`config.mk`:
```
export PLATFORM = sky130hd
export DESIGN_NAME = json_string_escaper
export DESIGN_NICKNAME = d
export VERILOG_FILES = /design/src/sv/jse_pkg.sv /design/src/sv/jse_decode.sv /design/src/sv/json_string_escaper.sv
export VERILOG_INCLUDE_DIRS = /design/src /design/src/sv
export SDC_FILE = /design/constraint.sdc
export NUM_CORES = 1
export LEC_CHECK = 0
export ABC_CLOCK_PERIOD_IN_PS = 8800
export BUFFER_PORTS_ARGS = -buffer_cell sky130_fd_sc_hd__buf_2
export CAP_MARGIN = 0
export CELL_PAD_IN_SITES_DETAIL_PLACEMENT = 1
export CELL_PAD_IN_SITES_GLOBAL_PLACEMENT = 2
export CORE_MARGIN = 5
export CORE_UTILIZATION = 28
export CTS_CLUSTER_DIAMETER = 120
export DETAILED_ROUTE_END_ITERATION = 8
export GPL_TIMING_DRIVEN = 0
export PLACE_DENSITY = 0.71
export SYNTH_ARGS = -nofsm -noshare
export SYNTH_HDL_FRONTEND = slang
export SYNTH_SLANG_ARGS = --single-unit
```
`constraint.sdc`:
```
create_clock -name clk -period 8.8 [get_ports clk]
set_input_delay 2.64 -clock clk [delete_from_list [all_inputs] [get_ports clk]]
set_output_delay 2.64 -clock clk [all_outputs]
set_load 0.02 [all_outputs]
```
`src/sv/assert_macros.svh`:
```
// Assertion macros used by json_string_escaper for its concurrent checks.
// Depends on a clock named clk and an active-high reset named rst in scope.
`ifndef ASSERT_MACROS_SVH
`define ASSERT_MACROS_SVH

// Check a condition at every clock edge outside reset.
`define ASSERT_ALWAYS(label, cond, msg) \
  label: assert property (@(posedge clk) disable iff (rst) (cond)) else $error(msg);

// Check that a condition implies another in the same cycle.
`define ASSERT_IMPL(label, ante, cons, msg) \
  label: assert property (@(posedge clk) disable iff (rst) (ante) |-> (cons)) else $error(msg);

// Check that a condition implies another in the next cycle.
`define ASSERT_NEXT(label, ante, cons, msg) \
  label: assert property (@(posedge clk) disable iff (rst) (ante) |=> (cons)) else $error(msg);

`endif

```
`src/sv/jse_pkg.sv`:
```
// Shared types, codes and helpers for the JSON string escaper.
// No dependencies; used by jse_decode and json_string_escaper.
package jse_pkg;

  // Decoder phase codes (continuation bytes still expected and their ranges)
  localparam logic [3:0] PH_ACCEPT = 4'd0;  // between code points
  localparam logic [3:0] PH_LAST1  = 4'd1;  // one continuation left, 80..BF
  localparam logic [3:0] PH_TWO    = 4'd2;  // two left, 80..BF first
  localparam logic [3:0] PH_E0     = 4'd3;  // after E0: A0..BF first
  localparam logic [3:0] PH_ED     = 4'd4;  // after ED: 80..9F first
  localparam logic [3:0] PH_F0     = 4'd5;  // after F0: 90..BF first
  localparam logic [3:0] PH_THREE  = 4'd6;  // after F1..F3: 80..BF first
  localparam logic [3:0] PH_F4     = 4'd7;  // after F4: 80..8F first

  // Kinds of result run produced by one request
  localparam logic [2:0] RUN_CHAR = 3'd0;  // one plain character
  localparam logic [2:0] RUN_ESC  = 3'd1;  // backslash then one character
  localparam logic [2:0] RUN_UHEX = 3'd2;  // \uXXXX
  localparam logic [2:0] RUN_PAIR = 3'd3;  // \uXXXX\uXXXX surrogate pair
  localparam logic [2:0] RUN_ERR  = 3'd4;  // marker with decode error
  localparam logic [2:0] RUN_END  = 3'd5;  // marker closing a discarded string

  // ASCII characters used by the escapes
  localparam logic [6:0] CH_BSLASH = 7'h5C;
  localparam logic [6:0] CH_QUOTE  = 7'h22;
  localparam logic [6:0] CH_U      = 7'h75;
  localparam logic [6:0] CH_B      = 7'h62;
  localparam logic [6:0] CH_T      = 7'h74;
  localparam logic [6:0] CH_N      = 7'h6E;
  localparam logic [6:0] CH_F      = 7'h66;
  localparam logic [6:0] CH_R      = 7'h72;

  // Last result index for each run length
  localparam logic [3:0] LAST_ONE  = 4'd0;
  localparam logic [3:0] LAST_TWO  = 4'd1;
  localparam logic [3:0] LAST_UHEX = 4'd5;
  localparam logic [3:0] LAST_PAIR = 4'd11;
  localparam logic [3:0] PAIR_HALF = 4'd6;   // first index of the low surrogate

  typedef struct packed {
    logic [3:0]  phase;
    logic [20:0] partial;
    logic        discarding;
  } dec_state_t;

  typedef struct packed {
    logic [2:0]  kind;
    logic [6:0]  ch;
    logic [15:0] w0;
    logic [15:0] w1;
    logic [3:0]  last_idx;
    logic        end_flag;
  } run_t;

  // Lowercase hex digit for one nibble
  function automatic logic [6:0] hex_char(input logic [3:0] nib);
    logic [6:0] r;
    if (nib < 4'd10) r = 7'h30 + {3'b000, nib};
    else             r = 7'h57 + {3'b000, nib};
    return r;
  endfunction

endpackage

```
`src/sv/jse_decode.sv`:
```
// UTF-8 decode step and escape classification for one input byte.
// Depends on jse_pkg; purely combinational, instantiated by json_string_escaper.
module jse_decode (
  input  logic [7:0]         in_byte,
  input  logic               string_end,
  input  jse_pkg::dec_state_t state,
  output jse_pkg::dec_state_t state_next,
  output logic               has_run,
  output jse_pkg::run_t      run
);
  import jse_pkg::*;

  logic        bad;
  logic        done;
  logic [3:0]  ph;
  logic [20:0] pc;
  logic [7:0]  lo;
  logic [7:0]  hi;
  logic [3:0]  nxt;
  logic [19:0] sup;
  run_t        esc;

  // Advance the strict UTF-8 decoder by one byte
  always_comb begin
    bad  = 1'b0;
    done = 1'b0;
    ph   = state.phase;
    pc   = state.partial;
    lo   = 8'h80;
    hi   = 8'hBF;
    nxt  = PH_ACCEPT;
    if (state.phase == PH_ACCEPT || state.phase[3]) begin
      if (!in_byte[7]) begin
        pc   = {13'd0, in_byte};
        done = 1'b1;
      end else if (in_byte >= 8'hC2 && in_byte <= 8'hDF) begin
        ph = PH_LAST1;  pc = {16'd0, in_byte[4:0]};
      end else if (in_byte == 8'hE0) begin
        ph = PH_E0;     pc = {17'd0, in_byte[3:0]};
      end else if (in_byte == 8'hED) begin
        ph = PH_ED;     pc = {17'd0, in_byte[3:0]};
      end else if (in_byte >= 8'hE1 && in_byte <= 8'hEF) begin
        ph = PH_TWO;    pc = {17'd0, in_byte[3:0]};
      end else if (in_byte == 8'hF0) begin
        ph = PH_F0;     pc = {18'd0, in_byte[2:0]};
      end else if (in_byte >= 8'hF1 && in_byte <= 8'hF3) begin
        ph = PH_THREE;  pc = {18'd0, in_byte[2:0]};
      end else if (in_byte == 8'hF4) begin
        ph = PH_F4;     pc = {18'd0, in_byte[2:0]};
      end else begin
        bad = 1'b1;
      end
    end else begin
      if (state.phase == PH_E0)      lo = 8'hA0;
      else if (state.phase == PH_ED) hi = 8'h9F;
      else if (state.phase == PH_F0) lo = 8'h90;
      else if (state.phase == PH_F4) hi = 8'h8F;
      if (state.phase == PH_LAST1)    nxt = PH_ACCEPT;
      else if (state.phase <= PH_ED)  nxt = PH_LAST1;
      else                            nxt = PH_TWO;
      if (in_byte < lo || in_byte > hi) begin
        bad = 1'b1;
      end else begin
        pc   = {state.partial[14:0], in_byte[5:0]};
        ph   = nxt;
        done = (nxt == PH_ACCEPT);
      end
    end
  end

  // Classify the finished code point into an escape run
  assign sup = pc[19:0] - 20'h10000;

  always_comb begin
    esc          = '0;
    esc.kind     = RUN_UHEX;
    esc.w0       = pc[15:0];
    esc.last_idx = LAST_UHEX;
    if (pc >= 21'h20 && pc <= 21'h7E) begin
      esc.ch = pc[6:0];
      if (pc[6:0] == CH_QUOTE || pc[6:0] == CH_BSLASH) begin
        esc.kind = RUN_ESC;  esc.last_idx = LAST_TWO;
      end else begin
        esc.kind = RUN_CHAR; esc.last_idx = LAST_ONE;
      end
    end else if (pc == 21'h08 || pc == 21'h09 || pc == 21'h0A ||
                 pc == 21'h0C || pc == 21'h0D) begin
      esc.kind     = RUN_ESC;
      esc.last_idx = LAST_TWO;
      case (pc[3:0])
        4'h8:    esc.ch = CH_B;
        4'h9:    esc.ch = CH_T;
        4'hA:    esc.ch = CH_N;
        4'hC:    esc.ch = CH_F;
        default: esc.ch = CH_R;
      endcase
    end else if (pc > 21'hFFFF) begin
      esc.kind     = RUN_PAIR;
      esc.last_idx = LAST_PAIR;
      esc.w0       = 16'hD800 | {6'd0, sup[19:10]};
      esc.w1       = 16'hDC00 | {6'd0, sup[9:0]};
    end
  end

  // Pick the run and the next decoder state
  always_comb begin
    state_next   = state;
    has_run      = 1'b0;
    run          = esc;
    run.end_flag = string_end;
    if (state.discarding) begin
      if (string_end) begin
        has_run       = 1'b1;
        run           = '0;
        run.kind      = RUN_END;
        run.last_idx  = LAST_ONE;
        run.end_flag  = 1'b1;
        state_next    = '0;
      end
    end else begin
      state_next.phase   = ph;
      state_next.partial = pc;
      if (bad) begin
        has_run                 = 1'b1;
        run                     = '0;
        run.kind                = RUN_ERR;
        run.last_idx            = LAST_ONE;
        run.end_flag            = string_end;
        state_next.phase        = PH_ACCEPT;
        state_next.partial      = '0;
        state_next.discarding   = !string_end;
      end else if (done) begin
        has_run            = 1'b1;
        state_next.phase   = PH_ACCEPT;
        state_next.partial = '0;
      end else if (string_end) begin
        has_run      = 1'b1;
        run          = '0;
        run.kind     = RUN_ERR;
        run.last_idx = LAST_ONE;
        run.end_flag = 1'b1;
      end
      if (string_end) state_next = '0;
    end
  end

endmodule

```
`src/sv/json_string_escaper.sv`:
```
// JSON string escaper: UTF-8 bytes in, JSON-escaped ASCII characters out.
// Depends on jse_pkg, jse_decode and assert_macros.svh.
//
// Each request carries one raw UTF-8 byte and a string_end flag on the final
// byte of a string. A strict UTF-8 decoder (no overlong forms, no surrogates,
// nothing above U+10FFFF) runs in the same cycle as the request is accepted
// and updates its phase and partial code point at once. A byte that completes
// a code point loads a run register with a compact description of its escape
// (plain character, two-character escape, \uXXXX, or a surrogate pair as two
// \uXXXX groups); a run counter then walks that description and presents one
// character per cycle while out_ready is high. An invalid byte yields one
// marker result with decode_error set, and the rest of the string is dropped
// until string_end, which yields a marker result with end_mark. A string that
// ends inside a multi-byte sequence yields one error marker with end_mark.
// Bytes in the middle of a sequence yield no results. last_of_run flags the
// final result caused by a byte; end_mark flags it too when that byte ended
// the string. Rate: a request whose run is one result, or none, is taken every
// cycle while out_ready is high; a request whose run is n results (1, 2, 6 or
// 12) holds the run register until all of them are taken, and the next request
// is taken in the same cycle that the last result of the current run is taken.
// The run register is the only buffer between the two channels.
`include "assert_macros.svh"

module json_string_escaper (
  input  logic       clk,
  input  logic       rst,
  input  logic       in_valid,
  output logic       in_ready,
  input  logic [7:0] in_byte,
  input  logic       string_end,
  output logic       out_valid,
  input  logic       out_ready,
  output logic [6:0] out_char,
  output logic       char_valid,
  output logic       last_of_run,
  output logic       end_mark,
  output logic       decode_error
);
  import jse_pkg::*;

  dec_state_t state;
  dec_state_t state_next;
  logic       has_run;
  run_t       run_new;

  run_t       run;
  logic       run_valid;
  logic [3:0] idx;

  logic       is_last;
  logic       in_take;
  logic       out_take;
  logic [3:0] pos;
  logic [15:0] word;
  logic [3:0] nib;

  // Decode the byte on the input channel against the current decoder state
  jse_decode u_decode (
    .in_byte    (in_byte),
    .string_end (string_end),
    .state      (state),
    .state_next (state_next),
    .has_run    (has_run),
    .run        (run_new)
  );

  assign is_last  = (idx == run.last_idx);
  assign in_ready = !run_valid || (out_ready && is_last);
  assign in_take  = in_valid && in_ready;
  assign out_take = run_valid && out_ready;

  // Hold decoder state; advance it only when a request is accepted
  always_ff @(posedge clk) begin
    if (rst) begin
      state <= '0;
    end else if (in_take) begin
      state <= state_next;
    end
  end

  // Run register: load on accept, step through results as they are taken
  always_ff @(posedge clk) begin
    if (rst) begin
      run_valid <= 1'b0;
      idx       <= '0;
    end else if (in_take) begin
      run_valid <= has_run;
      idx       <= '0;
    end else if (out_take) begin
      if (is_last) begin
        run_valid <= 1'b0;
        idx       <= '0;
      end else begin
        idx <= idx + 4'd1;
      end
    end
  end

  always_ff @(posedge clk) begin
    if (in_take && has_run) run <= run_new;
  end

  // Select the character at the current run position
  assign pos  = (idx >= PAIR_HALF) ? (idx - PAIR_HALF) : idx;
  assign word = (idx >= PAIR_HALF) ? run.w1 : run.w0;

  always_comb begin
    case (pos)
      4'd2:    nib = word[15:12];
      4'd3:    nib = word[11:8];
      4'd4:    nib = word[7:4];
      default: nib = word[3:0];
    endcase
  end

  always_comb begin
    out_char     = '0;
    char_valid   = 1'b1;
    decode_error = 1'b0;
    unique case (run.kind)
      RUN_CHAR: out_char = run.ch;
      RUN_ESC:  out_char = (idx == '0) ? CH_BSLASH : run.ch;
      RUN_UHEX, RUN_PAIR: begin
        if (pos == 4'd0)      out_char = CH_BSLASH;
        else if (pos == 4'd1) out_char = CH_U;
        else                  out_char = hex_char(nib);
      end
      RUN_ERR: begin
        char_valid   = 1'b0;
        decode_error = 1'b1;
      end
      default: char_valid = 1'b0;
    endcase
  end

  assign out_valid   = run_valid;
  assign last_of_run = is_last;
  assign end_mark    = is_last && run.end_flag;

  // Drop no results: a new request never lands on a run still in progress
  `ASSERT_IMPL(a_no_overrun, run_valid && !is_last, !in_ready, "request accepted mid-run")
  // Run position stays within the run
  `ASSERT_IMPL(a_idx_range, run_valid, idx <= run.last_idx, "run index past end of run")
  // Marker results stand alone
  `ASSERT_IMPL(a_marker_single, out_valid && !char_valid, last_of_run, "marker not last of run")
  // The end of a string returns the decoder to its idle state
  `ASSERT_NEXT(a_end_clears, in_take && string_end, state == '0, "state not cleared at end")

endmodule

```
Word level (Yosys, flattened, before mapping)
Cells that the tools add are included.

storage, ports and cells
  word-level logic and storage cells = 181
  bits in registers = 78

cells by class
  mux-type cells = 86
  add/subtract/negate cells = 5
  $lt $le $gt $ge = 14
  equal/unequal tests = 33
  reduce and logical (&&, ||, !) cells = 32

operators with widths
  cell                                                                    count
  47-bit 2-to-1 mux                                                       5
  21-bit 2-to-1 mux                                                       10
  21-bit by 4-bit equality test with 1-bit output, second input constant  5
  26-bit 2-to-1 mux                                                       3
  32-bit 2-to-1 mux                                                       2
  4-bit 2-to-1 mux                                                        16
  8-bit 2-to-1 mux                                                        7
  25-bit 2-to-1 mux                                                       2
  36-bit 2-to-1 mux                                                       1
  7-bit 2-to-1 mux                                                        5
  8-bit equality test, second input constant                              4
  1-bit 2-to-1 mux                                                        26
  8-bit >= comparator, second input constant                              3
  8-bit <= comparator, second input constant                              3
  21-bit by 6-bit >= comparator with 1-bit output, second input constant  1
  21-bit by 16-bit > comparator with 1-bit output, second input constant  1
  21-bit by 7-bit <= comparator with 1-bit output, second input constant  1
  7-bit case mux with 3 select lines                                      1
  5-bit case mux with 4 select lines                                      1
  20-bit by 17-bit subtractor with 20-bit output, second input constant   1
  4-bit by 3-bit equality test with 1-bit output, second input constant   4
  4-bit equality test, second input constant                              4
  4-bit logical NOT                                                       4
  16-bit 2-to-1 mux                                                       1
  35 further kinds                                                        59

Depth between registers and ports, before layout
  depth after elaboration = 21
  depth in mapped cells = 19

Cells and area by module
Synthesis repeated with hierarchy kept, for this count alone.

second synthesis, totals
  cells, all modules = 693
  area total of the unflattened synthesis = 5659.2 µm²

by module, submodules not included
  module               cells each  instances  seq. area each (µm²)  area an instance (µm²)
  json_string_escaper  292         1          2031.9                3286.9
  jse_decode           401         1          0.0                   2372.3

Least setup slack after synthesis
OpenSTA, ideal clock, no wires.

  kind = flip-flop to output port
  start = register idx[0]
  end = output out_char[2]
  required time = 6.160 ns
  arrival time = 3.203 ns
  stages on the path, launching flop included = 14
  setup slack = 2.957 ns
  cell sequence = dfxtp_1 > clkbuf_1 > inv_1 > ha_1 > nor2_1 > a22oi_1 > nor4_1 > a22oi_1 > mux2i_1 > nor2_1 > ha_1 > a21oi_1 > a31oi_1 > a21oi_1

between the ends
  cells in the longest elaborated chain, start to end = 9
  elaborated cells between the ends (all ways) = 19

ends and longest elaborated chain
  element                                                                                                           RTL line                                                source
  start, declared                                                                                                   json_string_escaper.sv:48                               logic [3:0] idx;
  start signal, assigned                                                                                            json_string_escaper.sv:94                               idx <= idx + 4'd1;
  4-bit by 3-bit subtractor with 4-bit output or 4-bit by 3-bit >= comparator with 1-bit output (tied branches)     json_string_escaper.sv:104, json_string_escaper.sv:105
  4-bit 2-to-1 mux                                                                                                  json_string_escaper.sv:104                              assign pos = (idx >= PAIR_HALF) ? (idx - PAIR_HALF) : idx;
  4-bit by 3-bit equality test with 1-bit output or 4-bit by 2-bit equality test with 1-bit output (tied branches)  json_string_escaper.sv:108                              case (pos)
  4-bit case mux with 3 select lines                                                                                json_string_escaper.sv:108
  7-bit by 4-bit adder with 7-bit output (tied with other cells)                                                    jse_pkg.sv:59                                           else r = 7'h57 + {3'b000, nib};
  7-bit 2-to-1 mux                                                                                                  jse_pkg.sv:58                                           if (nib < 4'd10) r = 7'h30 + {3'b000, nib};
  7-bit 2-to-1 mux                                                                                                  json_string_escaper.sv:125                              else if (pos == 4'd1) out_char = CH_U;
  7-bit 2-to-1 mux                                                                                                  json_string_escaper.sv:124                              if (pos == 4'd0) out_char = CH_BSLASH;
  7-bit case mux with 3 select lines *                                                                              json_string_escaper.sv:120                              unique case (run.kind)
  end, declared                                                                                                     json_string_escaper.sv:33                               output logic [6:0] out_char,

Mark *: on every way between the ends. The rest lies on a longest branch, timed or not.

Worst setup path in the final report
  start = register idx[0]
  end = output out_char[0]

Same word-level chain as after synthesis.

==> metrics <==
fmax=0.1343 GHz; Final HPWL DP=12010 um; Worst R2R Setup Slack=3.81 ns; clk_lat worst skew=0.34 ns; DRT iter0 DRCs=274; clock buffer depth=2; TritonCTS buffer count=9; Synth Area in Compound Gates=0.2596; Final nets=601; Post-CTS Setup Inserts=0; final setup fails=0; hold_ws=0.4919 ns; Die Footprint=0.01990 sq mm; DRC=0; Worst setup SP type=register; # placed instances=792; Crit Path Max Fanout=10; Fin. Hold Viols=0; largest net degree at the start of global routing=41; Initial DRT Pass Iterations=4; Syn Nets=569; width of the die=141.1 um; Simple-Gate Fraction of Synth Area=0.2271; Core ar.=0.01706 sq mm; reg2reg start=state[23]$_SDFFE_PP0P_; Cell Area, Synth=0.004810 sq mm; worst min-delay path class=reg -> reg; # H-tree levels=3; LEAKAGE=1.990 nW; GRT overflow=0; FFs w/ async S/R, synth=0; distinct cell type count after synthesis=79; Detailed Route WL=15750 um; clock transition at the registers of the reported paths=0.06 ns; Synth top area share=0.2497; root buf cell=clkbuf_16; Post-Synth Adder-Cell Area=0.02810; Max-Slew Margin vs Limit=0.2887; Post-DRT Antenna Nets=0; vias per cell=5.444; Post-synth EDFFs=40; worst setup path start=idx[0]$_SDFFE_PP0P_; first-pass GRT wire length=25890 um; Max Cap Viol=0; post-layout minimum cycle time=7.445 ns; fin area=0.005542 sq mm; GR Util All Layers=0.1608; register area share after synthesis=0.3746; post-synthesis mux area share=0.04396; most common cell in the netlist=nor2_1; hold wc startpoint=state[21]$_SDFFE_PP0P_; largest family of logic cells by synthesized area=compound AO/OA/AOI/OAI gates; Max VDD drop=0.09725 mV; Pwr per Cell Area=180.1 mW/mm^2; die height=141.1 um; Clock Skews=0.008593 ns; RSZ-0062 raised after global routing=false; cell count of the worst reg-to-reg path=18; worst hold path cell count=2; DR WL/cell=19.50 um; Top FF cell, synth=edfxtp_1; Final Util=0.3249; Slew Limit Fails=0; layout cells sized above 1=0.1407; most area-hungry cell type in the Yosys netlist=edfxtp_1; antenna diode instance count=0; CTS tree=built; Worst setup EP type=output pin; outcome=complete, no violations; port bufs=21; gpl congestion=0.8666; Yosys reg bits=70; period utilization=0.8460; Cells after Synth=546; post-cts resize count=0; ranking of synthesized cells by area=edfxtp_1 (25%), dfxtp_1 (12%), nor2_1 (5.0%); Crit Path Class=reg -> out; DR vias=4399; Syn Area/Cell=8.809 sq um; synth cell count leaders=nor2_1 (64), nand2_1 (42), edfxtp_1 (40); Worst Tran Pin Value=1.067 ns; initial antenna violation count=0; vias in the first global route=4690; Hold-fix buffers, CTS=0; post-synthesis xor/xnor area fraction=0.01639; Placed Area=0.005196 sq mm; Reg-to-Reg End=run[27]$_DFFE_PP_; Initial Util=0.2820; Cell Count, Final, Fillers Out=808; CP arrival=4.81 ns; setup TNS=0 ns; Layout area overhead=15.22%; Ys Warns=0; clk sinks=70; I/O pin cnt=26; Critical Path RT=6.16 ns; Worst Hold Endpoint=state[21]$_SDFFE_PP0P_; # rows=48
## per-layer routing
layer  GRT usage  wire length (um)  up-vias
li1            -                 -     2169
met1      0.2067              7299     2139
met2      0.2824              7786       73
met3     0.02035               406       18
met4     0.04589               261        0
met5           0                 0        -
## layout make-up
class,count,area [sq um]
clock inverters,7,120.1
repair buffers,21,105.1
flip-flops and latches,70,1802
clock buffers,9,225.2
multi-input cells,424,2766
well taps,225,281.5
plain buffers,39,192.7
fillers,2035,11510
inverters,13,48.80
## cell usage in the layout (no fill, tap or decap), types with 11 or more instances in the layout
cell type,count
nand3_1,12
nor2_1,64
inv_1,11
a21oi_1,32
and3_1,12
dfxtp_1,30
buf_2,28
nor3_1,23
edfxtp_1,40
clkbuf_1,24
nand2_1,42
o21ai_0,23
mux2i_1,14
a22oi_1,17
a211oi_1,11
## registers in the layout, indices dropped and copies added, names as in the netlist
name	count
run	40
state	25
out_valid	1
idx	4
## per-stage QoR
| step | setup WS (ns) | power, mW |
|---|---|---|
| after global routing | 0.8520 | 1.041 |
| after detailed placement | 1.581 | 0.5812 |
| after floorplan | 2.957 | 0.5191 |
| final | 1.355 | 0.9983 |
| after CTS | 1.236 | 1.006 |
| after global placement | 1.732 | 0.5770 |
## critical path: stages, from the launching register on
cell and delay, ns:
dfxtp_1 0.52, clkbuf_1 0.54, inv_1 0.22, ha_1 0.27, nor2_1 0.18, a22oi_1 0.16
nor4_1 0.89, a22oi_1 0.24, mux2i_1 0.49, o31ai_1 0.21, xnor2_1 0.19, a211oi_1 0.26
a31o_2 0.14, buf_2 0.16
## worst max-delay path by stage
| stage | endpoint | slack [ns] | depth (start not counted) |
|---|---|---|---|
| final | out_char[0] | 1.35 | 13 |
| after global routing | out_char[0] | 0.85 | 13 |
| after CTS | out_char[0] | 1.24 | 13 |
| after detailed placement | out_char[0] | 1.58 | 13 |
| after global placement | out_char[0] | 1.73 | 13 |
| after floorplan | out_char[2] | 2.96 | 13 |
## where the power goes
part	leakage, nW	internal (mW)	switching, mW	total (mW)
clock network	0.166	0.278	0.147	0.425
registers	0.638	0.372	0.00964	0.382
logic	1.19	0.0579	0.133	0.191
total	1.99	0.708	0.290	0.998
## logic make-up (layout without fill, tap and decap cells)
kind of cell,after synthesis,count (layout)
buffers and inverters,52,89
DFF,70,70
AOI/OAI and AO/OA,171,171
and+or+nand+nor,213,213
adders and majority gates,11,11
xor gates and xnor gates,9,9
muxes,20,20
No activity file was read; power rests on OpenSTA's default activity.
